<file path="src/rtl/core/prs_pkg.sv">
// Shared constants, types and helpers for the polyline rule substitution block.
// No dependencies; all files but the checker import this package.
`default_nettype none

package prs_pkg;

  // field widths
  localparam int VTX_W   = 32;  // vertex coordinate, Q16.16
  localparam int RULE_W  = 18;  // rule point coordinate, Q2.16
  localparam int SLOT_W  = 4;   // rule slot index field
  localparam int RCNT_W  = 5;   // rule_count register
  localparam int FRAC_W  = 16;  // fraction bits of the output

  // datapath widths
  localparam int DIFF_W  = VTX_W + 1;          // exact vertex difference
  localparam int PROD_W  = RULE_W + DIFF_W;    // one rule * diff product
  localparam int ACC_W   = PROD_W + 1;         // sum of two products plus half lsb
  localparam int RND_W   = ACC_W - FRAC_W;     // rounded sum
  localparam int SUM_W   = RND_W + 1;          // rounded sum plus previous vertex

  // default store depth
  localparam int RULE_MAX_DEF = 16;

  // input item function codes
  localparam logic FUNC_LOAD   = 1'b0;
  localparam logic FUNC_VERTEX = 1'b1;

  // product terms of the shared multiplier
  typedef enum logic [1:0] {
    TERM_XX = 2'd0,  // rx * dx, starts x
    TERM_YY = 2'd1,  // ry * dy, subtracted from x
    TERM_XY = 2'd2,  // rx * dy, starts y
    TERM_YX = 2'd3   // ry * dx, added to y
  } prs_term_t;

  // control of the multiply-accumulate unit
  typedef struct packed {
    logic      mul_en;
    prs_term_t mul_term;
    logic      acc_en;
    prs_term_t acc_term;
  } prs_mac_ctl_t;

  // clamp a widened sum to the signed vertex range
  function automatic logic [VTX_W-1:0] sat_vtx(input logic [SUM_W-1:0] s);
    logic [SUM_W-VTX_W:0] top;
    top = s[SUM_W-1:VTX_W-1];
    if ((&top) || (~|top)) begin
      return s[VTX_W-1:0];
    end else if (s[SUM_W-1]) begin
      return {1'b1, {(VTX_W-1){1'b0}}};
    end else begin
      return {1'b0, {(VTX_W-1){1'b1}}};
    end
  endfunction

endpackage

`default_nettype wire

</file>
<file path="src/rtl/core/prs_ifs.sv">
// Valid/ready channel interfaces for input items and result points.
// Depends on prs_pkg for field widths.
`default_nettype none

interface prs_in_if;
  import prs_pkg::*;

  logic                     valid;
  logic                     ready;
  logic                     func;
  logic                     start_req;
  logic [SLOT_W-1:0]        rule_slot;
  logic signed [RULE_W-1:0] rule_x;
  logic signed [RULE_W-1:0] rule_y;
  logic signed [VTX_W-1:0]  vertex_x;
  logic signed [VTX_W-1:0]  vertex_y;

  modport source (
    output valid, func, start_req, rule_slot, rule_x, rule_y, vertex_x, vertex_y,
    input  ready
  );
  modport sink (
    input  valid, func, start_req, rule_slot, rule_x, rule_y, vertex_x, vertex_y,
    output ready
  );
endinterface

interface prs_out_if;
  import prs_pkg::*;

  logic                    valid;
  logic                    ready;
  logic signed [VTX_W-1:0] out_x;
  logic signed [VTX_W-1:0] out_y;
  logic                    is_vertex;
  logic                    last;

  modport source (
    output valid, out_x, out_y, is_vertex, last,
    input  ready
  );
  modport sink (
    input  valid, out_x, out_y, is_vertex, last,
    output ready
  );
endinterface

`default_nettype wire

</file>
<file path="src/rtl/core/prs_mac.sv">
// Shared multiply-accumulate unit: one rule*diff product per cycle, registered,
// then folded into the x or y accumulator. Depends on prs_pkg.
`default_nettype none

module prs_mac (
  input  wire logic                              clk,
  input  wire prs_pkg::prs_mac_ctl_t             ctl,
  input  wire logic signed [prs_pkg::RULE_W-1:0] rx,
  input  wire logic signed [prs_pkg::RULE_W-1:0] ry,
  input  wire logic signed [prs_pkg::DIFF_W-1:0] dx,
  input  wire logic signed [prs_pkg::DIFF_W-1:0] dy,
  output logic signed [prs_pkg::RND_W-1:0]       rnd_x,
  output logic signed [prs_pkg::RND_W-1:0]       rnd_y
);
  import prs_pkg::*;

  localparam logic signed [ACC_W-1:0] HALF_LSB = ACC_W'(1) << (FRAC_W - 1);

  logic signed [RULE_W-1:0] op_a;
  logic signed [DIFF_W-1:0] op_b;
  logic signed [PROD_W-1:0] prod;
  logic signed [PROD_W-1:0] prod_r;
  logic signed [ACC_W-1:0]  prod_ext;
  logic signed [ACC_W-1:0]  acc_x_r;
  logic signed [ACC_W-1:0]  acc_y_r;

  // operand select
  always_comb begin
    unique case (ctl.mul_term)
      TERM_XX: begin op_a = rx; op_b = dx; end
      TERM_YY: begin op_a = ry; op_b = dy; end
      TERM_XY: begin op_a = rx; op_b = dy; end
      TERM_YX: begin op_a = ry; op_b = dx; end
      default: begin op_a = rx; op_b = dx; end
    endcase
  end

  assign prod     = op_a * op_b;
  assign prod_ext = {prod_r[PROD_W-1], prod_r};

  // product register
  always_ff @(posedge clk) begin
    if (ctl.mul_en) begin
      prod_r <= prod;
    end
  end

  // accumulate; the half lsb rides in with the first term so the round is a slice
  always_ff @(posedge clk) begin
    if (ctl.acc_en) begin
      unique case (ctl.acc_term)
        TERM_XX: acc_x_r <= prod_ext + HALF_LSB;
        TERM_YY: acc_x_r <= acc_x_r - prod_ext;
        TERM_XY: acc_y_r <= prod_ext + HALF_LSB;
        TERM_YX: acc_y_r <= acc_y_r + prod_ext;
        default: acc_x_r <= acc_x_r;
      endcase
    end
  end

  assign rnd_x = acc_x_r[ACC_W-1:FRAC_W];
  assign rnd_y = acc_y_r[ACC_W-1:FRAC_W];

endmodule

`default_nettype wire

</file>
<file path="src/rtl/core/polyline_rule_substitution.sv">
// Polyline rule substitution: rule store, sequencer and output register.
// Depends on prs_pkg, prs_in_if / prs_out_if and prs_mac.
// Load item: taken on its transfer, no result. First vertex, start_req vertex or
// rule_count 0: the vertex goes straight to the output register. Other vertices:
// per inserted point a store read, 4 products through the one shared multiplier
// plus drain and an output load, then the vertex. Each output load waits while the
// output register holds a stalled result.
// Reset (synchronous, rst_n low) clears rule_count, previous vertex and control; the
// rule store is not cleared.
`default_nettype none

module polyline_rule_substitution #(
  parameter int RULE_MAX = prs_pkg::RULE_MAX_DEF
) (
  input  wire logic                         clk,
  input  wire logic                         rst_n,
  input  wire logic                         cfg_we,
  input  wire logic [prs_pkg::RCNT_W-1:0]   cfg_wdata,
  prs_in_if.sink                            in_chan,
  prs_out_if.source                         out_chan
);
  import prs_pkg::*;

  localparam int CNT_W  = $clog2(RULE_MAX + 1);
  localparam int ADDR_W = (RULE_MAX > 1) ? $clog2(RULE_MAX) : 1;

  typedef enum logic [2:0] {
    S_IDLE,
    S_READ,
    S_MAC,
    S_PUT,
    S_VERT
  } state_t;

  state_t                   state_r;
  logic [2:0]               ph_r;
  logic [2:0]               ph_m1;
  logic [CNT_W-1:0]         k_r;
  logic [CNT_W-1:0]         k_nxt;
  logic [CNT_W-1:0]         cnt_r;
  logic [CNT_W-1:0]         cnt_clamp;
  logic [RCNT_W-1:0]        rule_count_r;
  logic [VTX_W-1:0]         vx_r;
  logic [VTX_W-1:0]         vy_r;
  logic signed [DIFF_W-1:0] dx_r;
  logic signed [DIFF_W-1:0] dy_r;
  logic [VTX_W-1:0]         prev_x_r;
  logic [VTX_W-1:0]         prev_y_r;
  logic                     have_prev_r;
  logic signed [RULE_W-1:0] rx_r;
  logic signed [RULE_W-1:0] ry_r;
  logic                     out_valid_r;
  logic [VTX_W-1:0]         out_x_r;
  logic [VTX_W-1:0]         out_y_r;
  logic                     out_vtx_r;
  logic                     out_last_r;

  logic [2*RULE_W-1:0]      rule_mem [RULE_MAX];

  logic                     in_xfer;
  logic                     out_free;
  logic                     out_load;
  logic                     slot_ok;
  prs_mac_ctl_t             mac_ctl;
  logic signed [RND_W-1:0]  rnd_x;
  logic signed [RND_W-1:0]  rnd_y;
  logic [SUM_W-1:0]         sum_x;
  logic [SUM_W-1:0]         sum_y;

  // handshake
  assign in_chan.ready = (state_r == S_IDLE);
  assign in_xfer       = in_chan.valid && (state_r == S_IDLE);
  assign out_free      = !out_valid_r || out_chan.ready;
  assign out_load      = out_free && ((state_r == S_PUT) || (state_r == S_VERT));

  assign out_chan.valid     = out_valid_r;
  assign out_chan.out_x     = out_x_r;
  assign out_chan.out_y     = out_y_r;
  assign out_chan.is_vertex = out_vtx_r;
  assign out_chan.last      = out_last_r;

  // rule count clamped to the store depth
  assign cnt_clamp = (32'(rule_count_r) > 32'(RULE_MAX)) ? CNT_W'(RULE_MAX)
                                                         : CNT_W'(rule_count_r);
  assign slot_ok   = 32'(in_chan.rule_slot) < 32'(RULE_MAX);
  assign k_nxt     = k_r + CNT_W'(1);
  assign ph_m1     = ph_r - 3'd1;

  // rule store: written by load transfers, read one slot per point
  always_ff @(posedge clk) begin
    if (in_xfer && (in_chan.func == FUNC_LOAD) && slot_ok) begin
      rule_mem[ADDR_W'(in_chan.rule_slot)] <= {in_chan.rule_x, in_chan.rule_y};
    end
    if (state_r == S_READ) begin
      {rx_r, ry_r} <= rule_mem[k_r[ADDR_W-1:0]];
    end
  end

  // mac sequencing: products in phases 0..3, accumulation one phase later
  always_comb begin
    mac_ctl.mul_en   = (state_r == S_MAC) && (ph_r < 3'd4);
    mac_ctl.mul_term = prs_term_t'(ph_r[1:0]);
    mac_ctl.acc_en   = (state_r == S_MAC) && (ph_r != 3'd0);
    mac_ctl.acc_term = prs_term_t'(ph_m1[1:0]);
  end

  prs_mac u_mac (
    .clk   (clk),
    .ctl   (mac_ctl),
    .rx    (rx_r),
    .ry    (ry_r),
    .dx    (dx_r),
    .dy    (dy_r),
    .rnd_x (rnd_x),
    .rnd_y (rnd_y)
  );

  // offset by the previous vertex
  assign sum_x = {rnd_x[RND_W-1], rnd_x} + {{(SUM_W-VTX_W){prev_x_r[VTX_W-1]}}, prev_x_r};
  assign sum_y = {rnd_y[RND_W-1], rnd_y} + {{(SUM_W-VTX_W){prev_y_r[VTX_W-1]}}, prev_y_r};

  // sequencer, config register and output register
  always_ff @(posedge clk) begin
    if (!rst_n) begin
      state_r      <= S_IDLE;
      ph_r         <= 3'd0;
      k_r          <= '0;
      cnt_r        <= '0;
      rule_count_r <= '0;
      prev_x_r     <= '0;
      prev_y_r     <= '0;
      have_prev_r  <= 1'b0;
      out_valid_r  <= 1'b0;
    end else begin
      if (cfg_we) begin
        rule_count_r <= cfg_wdata;
      end
      // output register fills on a load, empties on a transfer
      if (out_load) begin
        out_valid_r <= 1'b1;
      end else if (out_chan.ready) begin
        out_valid_r <= 1'b0;
      end
      unique case (state_r)
        S_IDLE: begin
          if (in_xfer && (in_chan.func == FUNC_VERTEX)) begin
            vx_r  <= in_chan.vertex_x;
            vy_r  <= in_chan.vertex_y;
            dx_r  <= {in_chan.vertex_x[VTX_W-1], in_chan.vertex_x}
                     - {prev_x_r[VTX_W-1], prev_x_r};
            dy_r  <= {in_chan.vertex_y[VTX_W-1], in_chan.vertex_y}
                     - {prev_y_r[VTX_W-1], prev_y_r};
            k_r   <= '0;
            ph_r  <= 3'd0;
            cnt_r <= cnt_clamp;
            if (in_chan.start_req || !have_prev_r || (cnt_clamp == '0)) begin
              state_r <= S_VERT;
            end else begin
              state_r <= S_READ;
            end
          end
        end
        S_READ: begin
          ph_r    <= 3'd0;
          state_r <= S_MAC;
        end
        S_MAC: begin
          if (ph_r == 3'd4) begin
            state_r <= S_PUT;
          end else begin
            ph_r <= ph_r + 3'd1;
          end
        end
        S_PUT: begin
          if (out_free) begin
            out_x_r     <= sat_vtx(sum_x);
            out_y_r     <= sat_vtx(sum_y);
            out_vtx_r   <= 1'b0;
            out_last_r  <= 1'b0;
            k_r         <= k_nxt;
            state_r     <= (k_nxt == cnt_r) ? S_VERT : S_READ;
          end
        end
        S_VERT: begin
          if (out_free) begin
            out_x_r     <= vx_r;
            out_y_r     <= vy_r;
            out_vtx_r   <= 1'b1;
            out_last_r  <= 1'b1;
            prev_x_r    <= vx_r;
            prev_y_r    <= vy_r;
            have_prev_r <= 1'b1;
            state_r     <= S_IDLE;
          end
        end
        default: state_r <= S_IDLE;
      endcase
    end
  end

endmodule

`default_nettype wire

</file>
<file path="src/flat_wrapper.sv">
// flat-port wrapper written by rule: the top's interface ports become plain ports
module polyline_rule_substitution_flat import prs_pkg::*;
#(
  parameter int RULE_MAX = prs_pkg::RULE_MAX_DEF
)
  (clk, rst_n, cfg_we, cfg_wdata, in_chan_valid, in_chan_func, in_chan_start_req, in_chan_rule_slot, in_chan_rule_x, in_chan_rule_y, in_chan_vertex_x, in_chan_vertex_y, in_chan_ready, out_chan_valid, out_chan_out_x, out_chan_out_y, out_chan_is_vertex, out_chan_last, out_chan_ready);
  prs_in_if in_chan_i ();
  prs_out_if out_chan_i ();
  input  wire logic clk;
  input  wire logic rst_n;
  input  wire logic cfg_we;
  input  wire logic [prs_pkg::RCNT_W-1:0] cfg_wdata;
  input wire logic [$bits(in_chan_i.valid)-1:0] in_chan_valid;
  input wire logic [$bits(in_chan_i.func)-1:0] in_chan_func;
  input wire logic [$bits(in_chan_i.start_req)-1:0] in_chan_start_req;
  input wire logic [$bits(in_chan_i.rule_slot)-1:0] in_chan_rule_slot;
  input wire logic [$bits(in_chan_i.rule_x)-1:0] in_chan_rule_x;
  input wire logic [$bits(in_chan_i.rule_y)-1:0] in_chan_rule_y;
  input wire logic [$bits(in_chan_i.vertex_x)-1:0] in_chan_vertex_x;
  input wire logic [$bits(in_chan_i.vertex_y)-1:0] in_chan_vertex_y;
  output wire logic [$bits(in_chan_i.ready)-1:0] in_chan_ready;
  output wire logic [$bits(out_chan_i.valid)-1:0] out_chan_valid;
  output wire logic [$bits(out_chan_i.out_x)-1:0] out_chan_out_x;
  output wire logic [$bits(out_chan_i.out_y)-1:0] out_chan_out_y;
  output wire logic [$bits(out_chan_i.is_vertex)-1:0] out_chan_is_vertex;
  output wire logic [$bits(out_chan_i.last)-1:0] out_chan_last;
  input wire logic [$bits(out_chan_i.ready)-1:0] out_chan_ready;
  assign in_chan_i.valid = in_chan_valid;
  assign in_chan_i.func = in_chan_func;
  assign in_chan_i.start_req = in_chan_start_req;
  assign in_chan_i.rule_slot = in_chan_rule_slot;
  assign in_chan_i.rule_x = in_chan_rule_x;
  assign in_chan_i.rule_y = in_chan_rule_y;
  assign in_chan_i.vertex_x = in_chan_vertex_x;
  assign in_chan_i.vertex_y = in_chan_vertex_y;
  assign in_chan_ready = in_chan_i.ready;
  assign out_chan_valid = out_chan_i.valid;
  assign out_chan_out_x = out_chan_i.out_x;
  assign out_chan_out_y = out_chan_i.out_y;
  assign out_chan_is_vertex = out_chan_i.is_vertex;
  assign out_chan_last = out_chan_i.last;
  assign out_chan_i.ready = out_chan_ready;
  polyline_rule_substitution #(.RULE_MAX(RULE_MAX)) u_core (.clk(clk), .rst_n(rst_n), .cfg_we(cfg_we), .cfg_wdata(cfg_wdata), .in_chan(in_chan_i), .out_chan(out_chan_i));
endmodule
</file>
<file path="config.mk">
export PLATFORM = sky130hd
export DESIGN_NAME = polyline_rule_substitution_flat
export DESIGN_NICKNAME = d
export VERILOG_FILES = /design/src/rtl/core/prs_pkg.sv /design/src/rtl/core/prs_ifs.sv /design/src/rtl/core/prs_mac.sv /design/src/rtl/core/polyline_rule_substitution.sv /design/src/flat_wrapper.sv
export SDC_FILE = /design/constraint.sdc
export NUM_CORES = 2
export LEC_CHECK = 0
export BUFFER_PORTS_ARGS = -buffer_cell sky130_fd_sc_hd__buf_4
export CELL_PAD_IN_SITES_DETAIL_PLACEMENT = 0
export CELL_PAD_IN_SITES_GLOBAL_PLACEMENT = 2
export CORE_UTILIZATION = 44
export CTS_CLUSTER_DIAMETER = 120
export CTS_CLUSTER_SIZE = 8
export DETAILED_ROUTE_END_ITERATION = 8
export GPL_ROUTABILITY_DRIVEN = 1
export PLACE_DENSITY_LB_ADDON = 0.1
export SLEW_MARGIN = 0
export SYNTH_ARGS = -nofsm -noshare
export SYNTH_HDL_FRONTEND = slang
export SYNTH_HIERARCHICAL = 1
export SYNTH_SLANG_ARGS = --single-unit
</file>
<file path="constraint.sdc">
create_clock -name clk -period 8.65 [get_ports clk]
set_input_delay 1.2975 -clock clk [delete_from_list [all_inputs] [get_ports clk]]
set_output_delay 1.2975 -clock clk [all_outputs]
set_load 0.02 [all_outputs]
</file>
==> qor.yml <==
cts_tree: "done"
syn_to_final_growth_pct: 10.9
synthesis.area_um2: 74000
hold_slack_ns: 0.459
io_buffers: 183
drtIter0Drc: 3675
ys_types: 101
start_kind: "flip-flop"
finalCritPeriodShare_pct: 93.0
fin_ws_ns: 0.602
antenna_found_initial: 5
viasPerCell: 5.55
die_w_um: 412
htree_levels: 4
grt_pass1_wl_mm: 325
p_per_area_nw_per_um2: 240
path_max_fanout: 39
dr_total_vias: 49263
place_inst: 8672
synth-edff-count: 962
ctsResizeCount: 0
synth-seq-cells: 1049
crit_path_end_kind: "flip-flop"
postCtsSetupBuffers: 0
path_clk_slew_ns: 0.05
seqPwrFrac_pct: 30.7
grt_max_degree: 77
synth-async-reset-ratio_pct: 0
numCtsBuffers: 149
rows: 150
power_frac_comb_pct: 41.8
die_y_um: 412
fin_nets: 7677
ys_seq_area_share_pct: 41.4
ys_dominant_reg_cell: "edfxtp_1"
setup_tns_ns: 0
slew_viol_final: 0
clock_sinks: 1049
yosys_warnings: 6
setup_viol: 0
wire_per_inst_um: 24.6
clk-insertion-delay-late_ns: 0.84
switching_power_mw: 7.16
routed_wl_mm: 218
root_buffer: "clkbuf_16"
p_total_mw: 19.7
worst_ep_required_time_ns: 9.22
syn_inst: 6490
period_needed_ns: 8.05
hold_class: "flip-flop to flip-flop"
globalRouteTotalUtil_pct: 25.8
max_freq_ghz: 0.124
initial_core_util_pct: 44.3
hpwl_mm: 164
status: "completed"
clock_skew_ns: 0.0648
p_clk_share_pct: 27.5
grt_pass1_vias: 50528
final_hold_viol_count: 0
gr-total-overflow: 0
pre_cts_ws_ns: 0.648
relSlewSlack_pct: 22.6
drc: 0
tightest_slew_ns: 1.16
gp_congestion: 0.880
rsz0062_at_grt: "false"
hold_buffers: 0
cap_violations: 0
final_antenna_net_count: 0
instances_no_fill: 8877
drive_above_1_share_pct: 11.9
syn_area_per_cell_um2: 11.4
p_leak_nw: 32.8
dieArea_um2: 170000
swShare_pct: 36.4
critPathKind: "flip-flop to flip-flop"
cts.path.max_buffers: 3
final_common_cell: "edfxtp_1"
synth_nets: 7548
ir_worst_vdd_mv: 0.266
firstDrtPassIters: 5
pin_count: 184
design.core.area_um2: 167000
cp.arrival_ns: 8.62
p_int_mw: 12.5
mostFrequentLayoutCells: "edfxtp_1, inv_1, nand2_1, fa_1, nor2_1"
==> through the flow <==
stage                     area, um2  utilization (%)
final                         82000             49.1
after global routing          82000             49.1
after CTS                     82000             49.1
after detailed placement      77800             46.6
after global placement        77800             46.6
after floorplan               74000                -
==> registers in the layout, summed over array words and instances (netlist names), 18 cells and up <==
signal,flops
u_core/rule_mem,576
u_core/u_mac/prod_r,51
u_core/u_mac/acc_y_r,52
u_core/out_chan.out_x,32
u_core/rx_r,18
u_core/u_mac/acc_x_r,52
u_core/prev_y_r,32
u_core/out_chan.out_y,32
u_core/ry_r,18
u_core/dy_r,33
u_core/dx_r,33
u_core/prev_x_r,32
u_core/vx_r,32
u_core/vy_r,32
==> worst max-delay path, stage by stage (launching register included) <==
cell      delay (ns)
dfxtp_1         0.38
inv_1           0.09
ha_4            0.66
buf_12          0.27
mux2_2          0.43
nand2_1         0.14
fa_1            0.56
inv_1           0.05
fa_1            0.48
fa_1            0.56
fa_1            0.43
fa_1            0.50
inv_1           0.05
fa_1            0.55
inv_1           0.06
ha_1            0.35
a21o_1          0.20
a21o_1          0.17
a21oi_1         0.24
nor3b_1         0.29
a311oi_1        0.18
buf_4           0.20
or3_1           0.41
a311oi_1        0.24
o21ba_1         0.16
xnor2_1         0.07
==> layout make-up <==
class | instances | area (um2)
Inverter | 827 | 3100
Antenna cell | 5 | 12.5
Clock inverter | 15 | 369
Clock buffer | 185 | 3890
Fill cell | 15116 | 85000
Timing Repair Buffer | 294 | 2290
Multi-Input combinational cell | 4298 | 39000
Tap cell | 2204 | 2760
Sequential cell | 1049 | 30600
==> kinds of logic (layout without fill, tap and decap cells) <==
logic type	Yosys count	count (layout)	share of synthesized area [%]
simple gates	1655	1655	9.81
buf+inv	1143	1321	6.25
compound gates	1111	1111	10.1
flops	1049	1049	41.4
fa+ha+maj	942	942	21.8
mux	299	299	7.18
xor+xnor	291	291	3.46
other cells	0	5	0
==> power groups by stage <==
stage	clock, mW	sequential, mW	combinational, mW
after floorplan	0	6.13	5.85
after global placement	0	6.13	8.19
after detailed placement	0	6.13	8.16
after CTS	5.55	6.04	8.21
after global routing	5.74	6.04	9.15
final	5.41	6.04	8.22
==> cell usage after synthesis, types with 11 or more instances <==
cell type,count,area (um2)
mux4_2,180,4050
buf_4,74,556
buf_2,15,75.1
o21ai_1,13,65.1
buf_1,26,97.6
o31a_1,14,123
or3_1,11,68.8
mux2i_1,69,691
and2_1,23,144
mux2_2,49,552
a221oi_1,11,96.3
nand3_1,69,345
nor3_1,54,270
inv_1,826,3100
dfxtp_1,87,1740
or2_2,13,81.3
a211oi_1,41,308
clkbuf_1,195,732
a211oi_2,12,150
a31oi_1,36,225
o211ai_1,18,135
nor2b_1,55,344
xnor2_1,191,1670
edfxtp_1,962,28900
nor2_1,544,2040
xor2_1,99,867
nor4_1,15,93.8
nand2b_1,53,332
a21boi_0,79,593
fa_1,575,11500
and3_1,47,294
ha_1,367,4590
o21bai_1,29,218
nand2_1,674,2530
nand4_1,46,288
o21ai_0,166,831
a21o_1,164,1230
and4_1,13,114
a21oi_1,314,1570
a221o_1,35,350
o31ai_1,24,180
o21a_1,45,338
==> final timing paths <==
path / startpoint / to / slack, ns / cells after the start
worst min register to register: u_core/have_prev_r / u_core/have_prev_r / 0.46 / 1
worst max register to register: u_core/ph_r[1] / u_core/u_mac/prod_r[44] / 0.60 / 25
worst max-delay path: u_core/ph_r[1] / u_core/u_mac/prod_r[44] / 0.60 / 25
worst min-delay path: u_core/have_prev_r / u_core/have_prev_r / 0.46 / 1
==> per-layer routing <==
layer | global-route usage, % | part of all wire [%] | up-vias
met3 | 3.08 | 4.3 | 258
met5 | 0 | 0.0078 | -
li1 | - | - | 22690
met1 | 35.1 | 44 | 25067
met4 | 6.99 | 2.5 | 2
met2 | 43.7 | 49 | 1246
Note: power is estimated with default switching activity, not from simulation.
